$ cat config.mk
export PLATFORM = sky130hd
export DESIGN_NAME = periodic_task_release_scheduler_top
export DESIGN_NICKNAME = d
export VERILOG_FILES = /design/src/rtl/core/ptrs_pkg.sv /design/src/rtl/core/ptrs_regs.sv /design/src/rtl/core/ptrs_ctrl.sv /design/src/rtl/core/ptrs_dp.sv /design/src/rtl/core/periodic_task_release_scheduler_top.sv
export SDC_FILE = /design/constraint.sdc
export NUM_CORES = 1
export LEC_CHECK = 0
export ABC_AREA = 0
export BUFFER_PORTS_ARGS = -buffer_cell sky130_fd_sc_hd__buf_2
export CORE_MARGIN = 3
export CORE_UTILIZATION = 46
export DETAILED_ROUTE_END_ITERATION = 12
export PLACE_DENSITY = 0.69
export SYNTH_ARGS = -nofsm -noshare
export SYNTH_HDL_FRONTEND = slang
export SYNTH_SLANG_ARGS = --single-unit
$ cat constraint.sdc
create_clock -name clk -period 11.52 [get_ports clk]
set_input_delay 0.576 -clock clk [delete_from_list [all_inputs] [get_ports clk]]
set_output_delay 0.576 -clock clk [all_outputs]
set_load 0.05 [all_outputs]
$ cat src/rtl/core/ptrs_pkg.sv
// ============================================================================
// ptrs_pkg
// Shared types and constants for the periodic task release scheduler.
// ============================================================================
package ptrs_pkg;

    // Number of task slots that the register map can describe.
    localparam int MAX_SLOTS     = 8;
    localparam int DEF_SLOTS     = 8;
    localparam int PERIOD_W      = 16;
    localparam int FRAME_W       = 16;
    localparam int PRESCALE_W    = 8;
    localparam int MASK_W        = 8;
    localparam int DIV_CNT_W     = 4;
    localparam int CFG_DATA_W    = 64;
    localparam int CFG_ADDR_W    = 5;

    // Reset value of the tick divide register.
    localparam logic [PRESCALE_W-1:0] TICK_DIVIDE_RESET = 8'd1;

    // Register indexes (byte address bits 4:3).
    typedef enum logic [1:0] {
        REG_TICK_DIVIDE  = 2'd0,
        REG_TASK_ENABLE  = 2'd1,
        REG_PERIOD_LOW   = 2'd2,
        REG_PERIOD_HIGH  = 2'd3
    } ptrs_reg_t;

    // Controller states.
    typedef enum logic [1:0] {
        ST_IDLE,
        ST_SLOT,
        ST_DIV,
        ST_DONE
    } ptrs_state_t;

    // Configuration seen by the datapath.
    typedef struct packed {
        logic [PRESCALE_W-1:0]  tick_divide;
        logic [MASK_W-1:0]      task_enable;
        logic [CFG_DATA_W-1:0]  period_low;
        logic [CFG_DATA_W-1:0]  period_high;
    } ptrs_cfg_t;

    // Commands from the controller to the datapath.
    typedef struct packed {
        logic item_accept;
        logic div_load;
        logic div_step;
        logic slot_next;
        logic out_load;
    } ptrs_cmd_t;

    // Status from the datapath to the controller.
    typedef struct packed {
        logic frame_hit;
        logic slot_active;
        logic slot_last;
        logic div_last;
        logic out_free;
    } ptrs_status_t;

endpackage

$ cat src/rtl/core/ptrs_regs.sv
// ============================================================================
// ptrs_regs
// Configuration register file behind the APB-style port.
// ============================================================================
module ptrs_regs
(
    input  logic                                clk,
    input  logic                                rst_n,
    input  logic                                psel,
    input  logic                                penable,
    input  logic                                pwrite,
    input  logic [ptrs_pkg::CFG_ADDR_W-1:0]     paddr,
    input  logic [ptrs_pkg::CFG_DATA_W-1:0]     pwdata,
    output logic [ptrs_pkg::CFG_DATA_W-1:0]     prdata,
    output logic                                pready,
    output ptrs_pkg::ptrs_cfg_t                 cfg
);
    import ptrs_pkg::*;

    logic [PRESCALE_W-1:0]  tick_divide_reg;
    logic [MASK_W-1:0]      task_enable_reg;
    logic [CFG_DATA_W-1:0]  period_low_reg;
    logic [CFG_DATA_W-1:0]  period_high_reg;
    logic                   wr_en;
    ptrs_reg_t              reg_sel;

    assign pready  = 1'b1;
    assign wr_en   = psel && penable && pwrite;
    assign reg_sel = ptrs_reg_t'(paddr[4:3]);

    // Register writes.
    always_ff @(posedge clk or negedge rst_n)
    begin
        if (!rst_n)
        begin
            tick_divide_reg <= TICK_DIVIDE_RESET;
            task_enable_reg <= '0;
            period_low_reg  <= '0;
            period_high_reg <= '0;
        end
        else if (wr_en)
        begin
            unique case (reg_sel)
                REG_TICK_DIVIDE: tick_divide_reg <= pwdata[PRESCALE_W-1:0];
                REG_TASK_ENABLE: task_enable_reg <= pwdata[MASK_W-1:0];
                REG_PERIOD_LOW:  period_low_reg  <= pwdata;
                REG_PERIOD_HIGH: period_high_reg <= pwdata;
                default:         ;
            endcase
        end
    end

    // Read back.
    always_comb
    begin
        unique case (reg_sel)
            REG_TICK_DIVIDE: prdata = {{(CFG_DATA_W-PRESCALE_W){1'b0}}, tick_divide_reg};
            REG_TASK_ENABLE: prdata = {{(CFG_DATA_W-MASK_W){1'b0}}, task_enable_reg};
            REG_PERIOD_LOW:  prdata = period_low_reg;
            REG_PERIOD_HIGH: prdata = period_high_reg;
            default:         prdata = '0;
        endcase
    end

    assign cfg.tick_divide = tick_divide_reg;
    assign cfg.task_enable = task_enable_reg;
    assign cfg.period_low  = period_low_reg;
    assign cfg.period_high = period_high_reg;

endmodule

$ cat src/rtl/core/ptrs_ctrl.sv
// ============================================================================
// ptrs_ctrl
// Sequencer: accepts a word, walks the slots on a scheduler tick, runs the divider and hands
// the result to the output register.
// ============================================================================
module ptrs_ctrl
(
    input  logic                    clk,
    input  logic                    rst_n,
    input  logic                    in_valid,
    output logic                    in_stall,
    input  ptrs_pkg::ptrs_status_t  status,
    output ptrs_pkg::ptrs_cmd_t     cmd
);
    import ptrs_pkg::*;

    ptrs_state_t state_reg;
    ptrs_state_t state_next;

    // State register.
    always_ff @(posedge clk or negedge rst_n)
    begin
        if (!rst_n)
        begin
            state_reg <= ST_IDLE;
        end
        else
        begin
            state_reg <= state_next;
        end
    end

    // Next state and commands.
    always_comb
    begin
        state_next = state_reg;
        cmd        = '0;
        in_stall   = 1'b1;
        unique case (state_reg)
            ST_IDLE:
            begin
                in_stall = 1'b0;
                if (in_valid)
                begin
                    cmd.item_accept = 1'b1;
                    state_next      = status.frame_hit ? ST_SLOT : ST_DONE;
                end
            end
            ST_SLOT:
            begin
                if (status.slot_active)
                begin
                    cmd.div_load = 1'b1;
                    state_next   = ST_DIV;
                end
                else
                begin
                    cmd.slot_next = 1'b1;
                    if (status.slot_last)
                    begin
                        state_next = ST_DONE;
                    end
                end
            end
            ST_DIV:
            begin
                cmd.div_step = 1'b1;
                if (status.div_last)
                begin
                    cmd.slot_next = 1'b1;
                    state_next    = status.slot_last ? ST_DONE : ST_SLOT;
                end
            end
            ST_DONE:
            begin
                if (status.out_free)
                begin
                    cmd.out_load = 1'b1;
                    state_next   = ST_IDLE;
                end
            end
            default:
            begin
                state_next = ST_IDLE;
            end
        endcase
    end

endmodule

$ cat src/rtl/core/ptrs_dp.sv
// ============================================================================
// ptrs_dp
// Datapath: prescaler, frame counter, bit-serial remainder unit, due mask
// accumulator and output register.
// ============================================================================
module ptrs_dp
#(
    parameter int TASK_SLOTS = ptrs_pkg::DEF_SLOTS
)
(
    input  logic                                clk,
    input  logic                                rst_n,
    input  logic                                tick_event,
    input  ptrs_pkg::ptrs_cfg_t                 cfg,
    input  ptrs_pkg::ptrs_cmd_t                 cmd,
    output ptrs_pkg::ptrs_status_t              status,
    output logic                                out_valid,
    input  logic                                out_stall,
    output logic [ptrs_pkg::MASK_W-1:0]         due_mask,
    output logic                                frame_tick,
    output logic [ptrs_pkg::FRAME_W-1:0]        frame_count
);
    import ptrs_pkg::*;

    localparam logic [2:0] LAST_SLOT = 3'(TASK_SLOTS - 1);

    logic [PRESCALE_W-1:0]      prescale_reg;
    logic [PRESCALE_W-1:0]      prescale_dec;
    logic [FRAME_W-1:0]         frame_counter_reg;
    logic [2:0]                 slot_reg;
    logic [MASK_W-1:0]          work_mask_reg;
    logic                       work_frame_reg;
    logic [PERIOD_W-1:0]        rem_reg;
    logic [PERIOD_W-1:0]        rem_next;
    logic [PERIOD_W-1:0]        dividend_reg;
    logic [DIV_CNT_W-1:0]       div_cnt_reg;
    logic [PERIOD_W:0]          trial;
    logic [PERIOD_W-1:0]        period_sel;
    logic [2*CFG_DATA_W-1:0]    period_all;
    logic                       out_valid_reg;
    logic [MASK_W-1:0]          due_mask_reg;
    logic                       frame_tick_reg;
    logic [FRAME_W-1:0]         frame_count_reg;

    // Prescaler decrement and frame completion test.
    assign prescale_dec = prescale_reg - 1'b1;

    // Period of the slot under test.
    assign period_all = {cfg.period_high, cfg.period_low};
    assign period_sel = period_all[slot_reg*PERIOD_W +: PERIOD_W];

    // One restoring remainder step: shift in the next dividend bit.
    assign trial    = {rem_reg, dividend_reg[PERIOD_W-1]};
    assign rem_next = (trial >= {1'b0, period_sel}) ? PERIOD_W'(trial - {1'b0, period_sel})
                                                    : trial[PERIOD_W-1:0];

    assign status.frame_hit   = tick_event && (prescale_dec == '0);
    assign status.slot_active = cfg.task_enable[slot_reg] && (period_sel != '0);
    assign status.slot_last   = (slot_reg == LAST_SLOT);
    assign status.div_last    = (div_cnt_reg == {DIV_CNT_W{1'b1}});
    assign status.out_free    = !out_valid_reg || !out_stall;

    // Prescaler and frame counter.
    always_ff @(posedge clk or negedge rst_n)
    begin
        if (!rst_n)
        begin
            prescale_reg      <= TICK_DIVIDE_RESET;
            frame_counter_reg <= '0;
        end
        else if (cmd.item_accept && tick_event)
        begin
            if (prescale_dec == '0)
            begin
                prescale_reg      <= cfg.tick_divide;
                frame_counter_reg <= frame_counter_reg + 1'b1;
            end
            else
            begin
                prescale_reg <= prescale_dec;
            end
        end
    end

    // Slot walk, remainder unit and due mask accumulation.
    always_ff @(posedge clk)
    begin
        if (cmd.item_accept)
        begin
            slot_reg       <= '0;
            work_mask_reg  <= '0;
            work_frame_reg <= status.frame_hit;
        end
        else
        begin
            if (cmd.div_step && status.div_last && (rem_next == '0))
            begin
                work_mask_reg[slot_reg] <= 1'b1;
            end
            if (cmd.slot_next)
            begin
                slot_reg <= slot_reg + 1'b1;
            end
        end

        if (cmd.div_load)
        begin
            rem_reg      <= '0;
            dividend_reg <= frame_counter_reg;
            div_cnt_reg  <= '0;
        end
        else if (cmd.div_step)
        begin
            rem_reg      <= rem_next;
            dividend_reg <= {dividend_reg[PERIOD_W-2:0], 1'b0};
            div_cnt_reg  <= div_cnt_reg + 1'b1;
        end
    end

    // Output valid flag.
    always_ff @(posedge clk or negedge rst_n)
    begin
        if (!rst_n)
        begin
            out_valid_reg <= 1'b0;
        end
        else if (cmd.out_load)
        begin
            out_valid_reg <= 1'b1;
        end
        else if (!out_stall)
        begin
            out_valid_reg <= 1'b0;
        end
    end

    // Output payload.
    always_ff @(posedge clk)
    begin
        if (cmd.out_load)
        begin
            due_mask_reg    <= work_mask_reg;
            frame_tick_reg  <= work_frame_reg;
            frame_count_reg <= frame_counter_reg;
        end
    end

    assign out_valid   = out_valid_reg;
    assign due_mask    = due_mask_reg;
    assign frame_tick  = frame_tick_reg;
    assign frame_count = frame_count_reg;

endmodule

$ cat src/rtl/core/periodic_task_release_scheduler_top.sv
// A word without a scheduler tick goes from acceptance to the done state; its result is
// loaded into the output register once the output is free. A word that completes a scheduler
// tick walks all slots and runs the 16-step bit-serial remainder unit per active slot.
// Throughput: one word in flight; the next word is accepted once its result is loaded.
// Reset: rst_n is asynchronous and active low; it clears the registers to their reset
// values, the prescaler to 1, the frame counter to 0 and the output to empty.
// ============================================================================
// periodic_task_release_scheduler_top
// Divides timer ticks into scheduler ticks and reports the enabled task slots whose
// period divides the frame counter.
// ============================================================================
module periodic_task_release_scheduler_top
#(
    parameter int TASK_SLOTS = ptrs_pkg::DEF_SLOTS
)
(
    input  logic                                clk,
    input  logic                                rst_n,
    input  logic                                in_valid,
    output logic                                in_stall,
    input  logic                                tick_event,
    output logic                                out_valid,
    input  logic                                out_stall,
    output logic [ptrs_pkg::MASK_W-1:0]         due_mask,
    output logic                                frame_tick,
    output logic [ptrs_pkg::FRAME_W-1:0]        frame_count,
    input  logic                                psel,
    input  logic                                penable,
    input  logic                                pwrite,
    input  logic [ptrs_pkg::CFG_ADDR_W-1:0]     paddr,
    input  logic [ptrs_pkg::CFG_DATA_W-1:0]     pwdata,
    output logic [ptrs_pkg::CFG_DATA_W-1:0]     prdata,
    output logic                                pready
);
    import ptrs_pkg::*;

    ptrs_cfg_t      cfg;
    ptrs_cmd_t      cmd;
    ptrs_status_t   status;

    // Configuration registers.
    ptrs_regs u_regs
    (
        .clk     (clk),
        .rst_n   (rst_n),
        .psel    (psel),
        .penable (penable),
        .pwrite  (pwrite),
        .paddr   (paddr),
        .pwdata  (pwdata),
        .prdata  (prdata),
        .pready  (pready),
        .cfg     (cfg)
    );

    // Sequencer.
    ptrs_ctrl u_ctrl
    (
        .clk      (clk),
        .rst_n    (rst_n),
        .in_valid (in_valid),
        .in_stall (in_stall),
        .status   (status),
        .cmd      (cmd)
    );

    // Datapath.
    ptrs_dp #(
        .TASK_SLOTS (TASK_SLOTS)
    ) u_dp
    (
        .clk         (clk),
        .rst_n       (rst_n),
        .tick_event  (tick_event),
        .cfg         (cfg),
        .cmd         (cmd),
        .status      (status),
        .out_valid   (out_valid),
        .out_stall   (out_stall),
        .due_mask    (due_mask),
        .frame_tick  (frame_tick),
        .frame_count (frame_count)
    );

endmodule

* Word level (Yosys, flattened, before mapping) *
Cells that the tools add are included.

word-level totals
  flip-flop bits (word level) = 244
  input port bits = 77
  output and inout port bits = 92
  logic and storage cells = 93

operators by class
  add/subtract/negate cells = 5
  $lt $le $gt $ge = 3
  equality and inequality tests = 13
  shift-type cells = 1
  muxes and demuxes = 30
  bitwise logic cells = 1
  reduce and logical (&&, ||, !) cells = 23

operators with widths
  operator                                              count
  case mux 64 bit (4 select lines)                      1
  indexed part select 128 x 8 -> 16 bit                 1
  two-way mux 16 bit                                    3
  greater-or-equal comparator 17 x 16 -> 1 bit          1
  adder 16 x 1 -> 16 bit (second input constant)        1
  zero test 16 bit                                      1
  nonzero test 16 bit                                   1
  subtractor 16 bit                                     1
  two-way mux 1 bit                                     14
  two-way mux 2 bit                                     7
  AND reduction 2 bit                                   5
  equality test 2 bit (second input constant)           4
  logical AND 1 bit                                     8
  zero test 8 bit                                       1
  two-way mux 8 bit                                     1
  OR 8 bit                                              1
  case mux 2 bit (4 select lines)                       1
  subtractor 8 x 1 -> 8 bit (second input constant)     1
  adder 4 x 1 -> 4 bit (second input constant)          1
  equality test 2 x 1 -> 1 bit (second input constant)  2
  equality test 4 bit (second input constant)           1
  zero test 2 bit                                       2
  < comparator 3 x 4 -> 1 bit (second input constant)   1
  != test 2 x 1 -> 1 bit (second input constant)        2
  other kinds (12)                                      14

* Depth between registers and ports, before layout *
  depth in word-level cells = 6
  mapped depth = 19
  gate-level depth less buffers = 14

* Hierarchy *
A second synthesis with hierarchy kept.

unflattened totals
  cell total of the unflattened synthesis = 1064
  area, all modules = 13025.0 sq um

by module, submodules not included
  module     times used  cells an instance  area an instance (sq um)  sequential area each (sq um)
  ptrs_regs  1           443                6871.6                    3604.7
  ptrs_dp    1           592                5866.9                    2508.7
  ptrs_ctrl  1           29                 286.5                     50.0

* Least setup slack after synthesis *
Ideal clock, no wire load.

  path kind = register to register
  start = reg u_dp.slot_reg[1]
  end = reg u_dp.work_mask_reg[0]
  setup time = 0.087 ns
  arrival = 3.834 ns
  required time = 11.433 ns
  setup slack = 7.599 ns
  stages on the path, launching flop included = 17
  buffers on the path = 4
  period minus slack after synthesis = 3.921 ns
  cell sequence = dfxtp_1 -> buf_4 -> buf_4 -> buf_4 -> nor2_1 -> a221oi_1 -> o21a_1 -> ha_1 -> clkbuf_1 -> nand4_1 -> or4_4 -> a21oi_4 -> nor2_2 -> a2111o_1 -> a211oi_2 -> o2111ai_2 -> o31ai_1

on the way
  word-level cells in the longest chain between the ends = 5
  elaborated cells between the ends (all ways) = 12
  classes of those cells = add/sub (1); order compare (3); shift (1); mux (3); bitwise (1); reduce/logical (3)

ends and longest elaborated chain
  item                                                                   line                          RTL
  start, declared                                                        ptrs_dp.sv:30                 logic [2:0] slot_reg;
  start signal, assigned                                                 ptrs_dp.sv:102                slot_reg <= slot_reg + 1'b1;
  indexed part select 128 x 8 -> 16 bit, or another cell as far along    ptrs_dp.sv:50                 assign period_sel = period_all[slot_reg*PERIOD_W +: PERIOD_W];
  subtractor 16 bit, or another cell as far along                        ptrs_dp.sv:54                 assign rem_next = (trial >= {1'b0, period_sel}) ? PERIOD_W'(trial - {1'b0, period_sel})
  two-way mux 16 bit / two-way mux 1 bit (equally long branches)         ptrs_dp.sv:54, ptrs_dp.sv:98
  zero test 16 bit / demux 1 bit (select 3 bit) (equally long branches)  -
  logical AND 1 bit / OR 8 bit (equally long branches)                   -
  end signal, assigned                                                   ptrs_dp.sv:91                 work_mask_reg <= '0;
  end signal, assigned by index                                          ptrs_dp.sv:98                 work_mask_reg[slot_reg] <= 1'b1;
  end, declared                                                          ptrs_dp.sv:31                 logic [MASK_W-1:0] work_mask_reg;

Several ways; a longest one is shown, not always the timed one.
A chain may end at the register's enable or synchronous reset.

* Worst setup path after layout *
  start = reg u_dp.slot_reg[2]
  end = reg u_dp.work_mask_reg[5]

The elaborated chain is that of the path after synthesis.

==> summary.md <==
| Metric | Value |
|---|---|
| Postcts setup bufs | 0 |
| Yosys warns | 0 |
| Fin. Hold Viols | 0 |
| Initial antenna violation count | 6 |
| CTS H-tree lvls | 1 |
| Clk Tree Root Cell | clkbuf_16 |
| Hold Path Class | primary input to asynchronous set/reset pin |
| # nets final | about 1300 |
| CTS tree | done |
| Register area | 6170 um2 |
| Critical R2R Capture | u_dp.work_mask_reg[5] |
| Worst r2r src | u_dp.slot_reg[2] |
| Antenna Nets Post-Route | 0 |
| Critical Path Fanout Max | 42 |
| Area delta synth->final | 15.7% |
| All-Layer GR Usage | 20.7% |
| Clock tree buffer depth | 3 |
| Seq pwr share | 31.9% |
| Grt ovf | 0 |
| Row Count | 60 |
| CTS Hold Bufs | 0 |
| Port Buf Inserts | 164 |
| Tcrit/Tclk final | between 40% and 50% |
| Slew Limit Fails | 0 |
| Top FF cell, synth | dfrtp_1 |
| Clock share of power | between 20% and 30% |
| Share of layout cells above drive strength 1 | 34.7% |
| Die X-Extent | approximately 170 um |
| Final setup viols | 0 |
| Clock-pin slew on the worst setup and hold paths | 70 ps |
| Drt initial violations | 618 |
| Crit. End Element | flip-flop |
| Critical Path AT | 5710 ps |
| Syn Nets | roughly 1200 |
| Most frequent cells in the layout | 175 x mux2_2, 169 x dfrtp_1, 162 x buf_2 |
| Worst-Margin Slew | 1090 ps |
| Routed WL | 31900 um |
| Switching Power | 1770 uW |
| Number of fill cells | ~2400 |
| Cts bufs inserted | 27 |
| Startpoint class of the critical path | flip-flop |
| Sw Share | approximately 42% |
| Post-placement cell area | approximately 14000 um2 |
| 1st-pass router iterations | 5 |
| Req. time, crit path | 11920 ps |
| Vias/cell | approximately 5.6 |
| Multi-input logic area | 6320 um2 |
| Die ar. | 30000 um2 |
| CORE AREA | 27300 um2 |
| Placer's final routability congestion estimate | roughly 0.93 |
| Synth area leaders | dfrtp_1 33%, mux2_2 15%, edfxtp_1 9.8%, mux2i_1 6.1%, dfxtp_1 4.8% |
| DRC | 0 |
| WL/cell | a little under 20 um |
| Slew Limit Headroom | 27.2% |
| VDD IR max | 0.000181 V |
| Worst skew pair latency | 550 ps |
| Int Power | 2420 uW |
| Cts repair resizes | 0 |
| Post-synth top area share | ~33% |
| Cell taking the most area after synthesis | dfrtp_1 |
| Clock Sinks | roughly 240 |
| Reg2Reg Setup Slack | 6210 ps |
| Post-synth EDFFs | 42 |
| Async set or reset register ratio after synthesis | 70.1% |
| Commonest non-fill, non-tap cell in the layout | mux2_2 |
| Crit Path Class | flip-flop to flip-flop |
| Vias | 9211 |
| Worst clock skew | 19.0 ps |
| Combinational share of power | between 40% and 50% |
| Vert. Die Dim | approximately 170 um |
| Power Density | 282 nW/um2 |
| Post-synth cell types | 74 |
| Reg2Reg Depth | 14 |
| Largest net degree at the start of global routing | 108 |
| Post-Synthesis Cells | approximately 1100 |
| Status | finished, final reports clean |
| Final min period | 5310 ps |
| IO Count | 169 |
| RSZ-0062 raised after global routing | no |
| Setup TNS | 0 ps |
| Seq/Total Area, Yosys | 47.9% |
| Max cap viols | 0 |
| First-pass GRT wire length | 50800 um |
| Initial Util | 47.2% |
| Vias in the first global route | 9325 |
| Cell area after layout | 14900 um2 |
| Avg Synthesized Cell Area | 11.6 um2 |
| Seq cells post-synth | 244 |
| Hpwl dp | 22300 um |
| Post-synthesis cell area | ~13000 um2 |
| LEAKAGE | 0.00662 uW |
| Fmax | roughly 190 MHz |
metrics by stage:
stage	power (uW)	utilization [%]	instances	hold slack, ps	worst slack (ps)
after global routing	4460	54.6	1638	227	5760
after floorplan	2830	-	1105	280	7600
after global placement	3270	51.2	1587	404	6270
after CTS	4190	54.6	1637	200	6220
after detailed placement	3300	51.2	1587	416	6250
final	4190	54.6	1642	132	6210
how the worst max path moves through the flow:
stage                           startpoint                    end  slack, ps  depth (start not counted)
after CTS                 u_dp.slot_reg[2]  u_dp.work_mask_reg[5]       6220                         14
after global placement    u_dp.slot_reg[2]  u_dp.work_mask_reg[6]       6270                         14
after global routing      u_dp.slot_reg[2]  u_dp.work_mask_reg[3]       5760                         14
after floorplan           u_dp.slot_reg[1]  u_dp.work_mask_reg[0]       7600                         16
after detailed placement  u_dp.slot_reg[2]  u_dp.work_mask_reg[3]       6250                         14
final                     u_dp.slot_reg[2]  u_dp.work_mask_reg[5]       6210                         14
synth_stat cells (all sizes together), types with 3 or more instances:
cell type  instances
mux2             175
dfrtp            169
nor2             121
mux2i             79
nand2             65
edfxtp            42
clkbuf            36
dfxtp             31
buf               29
a21oi             28
ha                27
inv               26
mux4              22
o21ai             20
nand3             19
xnor2             17
xor2              16
a211oi            15
nor3              15
nand4             13
a221oi            10
a311oi            10
o31ai             10
a22oi              9
and3               9
or3                6
a21o               5
a31oi              5
and2               5
nand3b             5
a211o              4
nand2b             4
nor4               4
o22ai              4
a21boi             3
a22o               3
a32o               3
and4               3
nor2b              3
o2111ai            3
o211ai             3
or2                3
power by group through the flow:
stage          clock network, uW  logic (uW)  registers [uW]
2_1_floorplan                  0        1500            1340
3_3_place_gp                   0        1930            1340
3_5_place_dp                   0        1960            1350
4_1_cts                      894        1970            1330
5_1_grt                      928        2170            1370
6_report                     879        1970            1340
critical path, stage by stage, from the launching register on:
cell and delay [ps]:
dfxtp_1 310, buf_4 460, nor2b_1 880, a211oi_1 180
o22ai_1 380, inv_1 80, ha_1 400, a21o_1 260
a211oi_2 550, a21oi_4 130, nor2_2 230, and2_1 530
nor3_1 130, nor2_1 460, o31ai_1 140
layout make-up:
type	count	area share, %
clock inverter	17	1.21
tap	372	3.13
timing repair buffer	175	6.13
antenna	5	0.0841
sequential	244	41.4
inverter	26	0.656
clock buffer	33	4.89
multi-input combinational	770	42.5
logic make-up (layout without fill, tap and decap cells):
group | Yosys count | count (layout) | synth area share, %
flip-flops | 244 | 244 | 47.9
multiplexers | 276 | 276 | 25.3
XOR/XNOR | 33 | 33 | 2.25
AND/OR/NAND/NOR | 286 | 286 | 10.4
other | 1 | 6 | 0.0292
adder cells (fa/ha/maj) | 28 | 28 | 2.78
buffers and inverters | 91 | 251 | 3.00
AO/OA/AOI/OAI | 146 | 146 | 8.26
metal layers:
layer / up-vias / track usage (%) / share of wire, %
met5: - / 0.962 / 0.33
met4: 12 / 5.30 / 2.5
li1: 4352 / - / -
met2: 243 / 33.8 / 46
met3: 64 / 4.93 / 6.5
met1: 4540 / 27.8 / 44
Note: power is estimated with default switching activity, not from simulation.
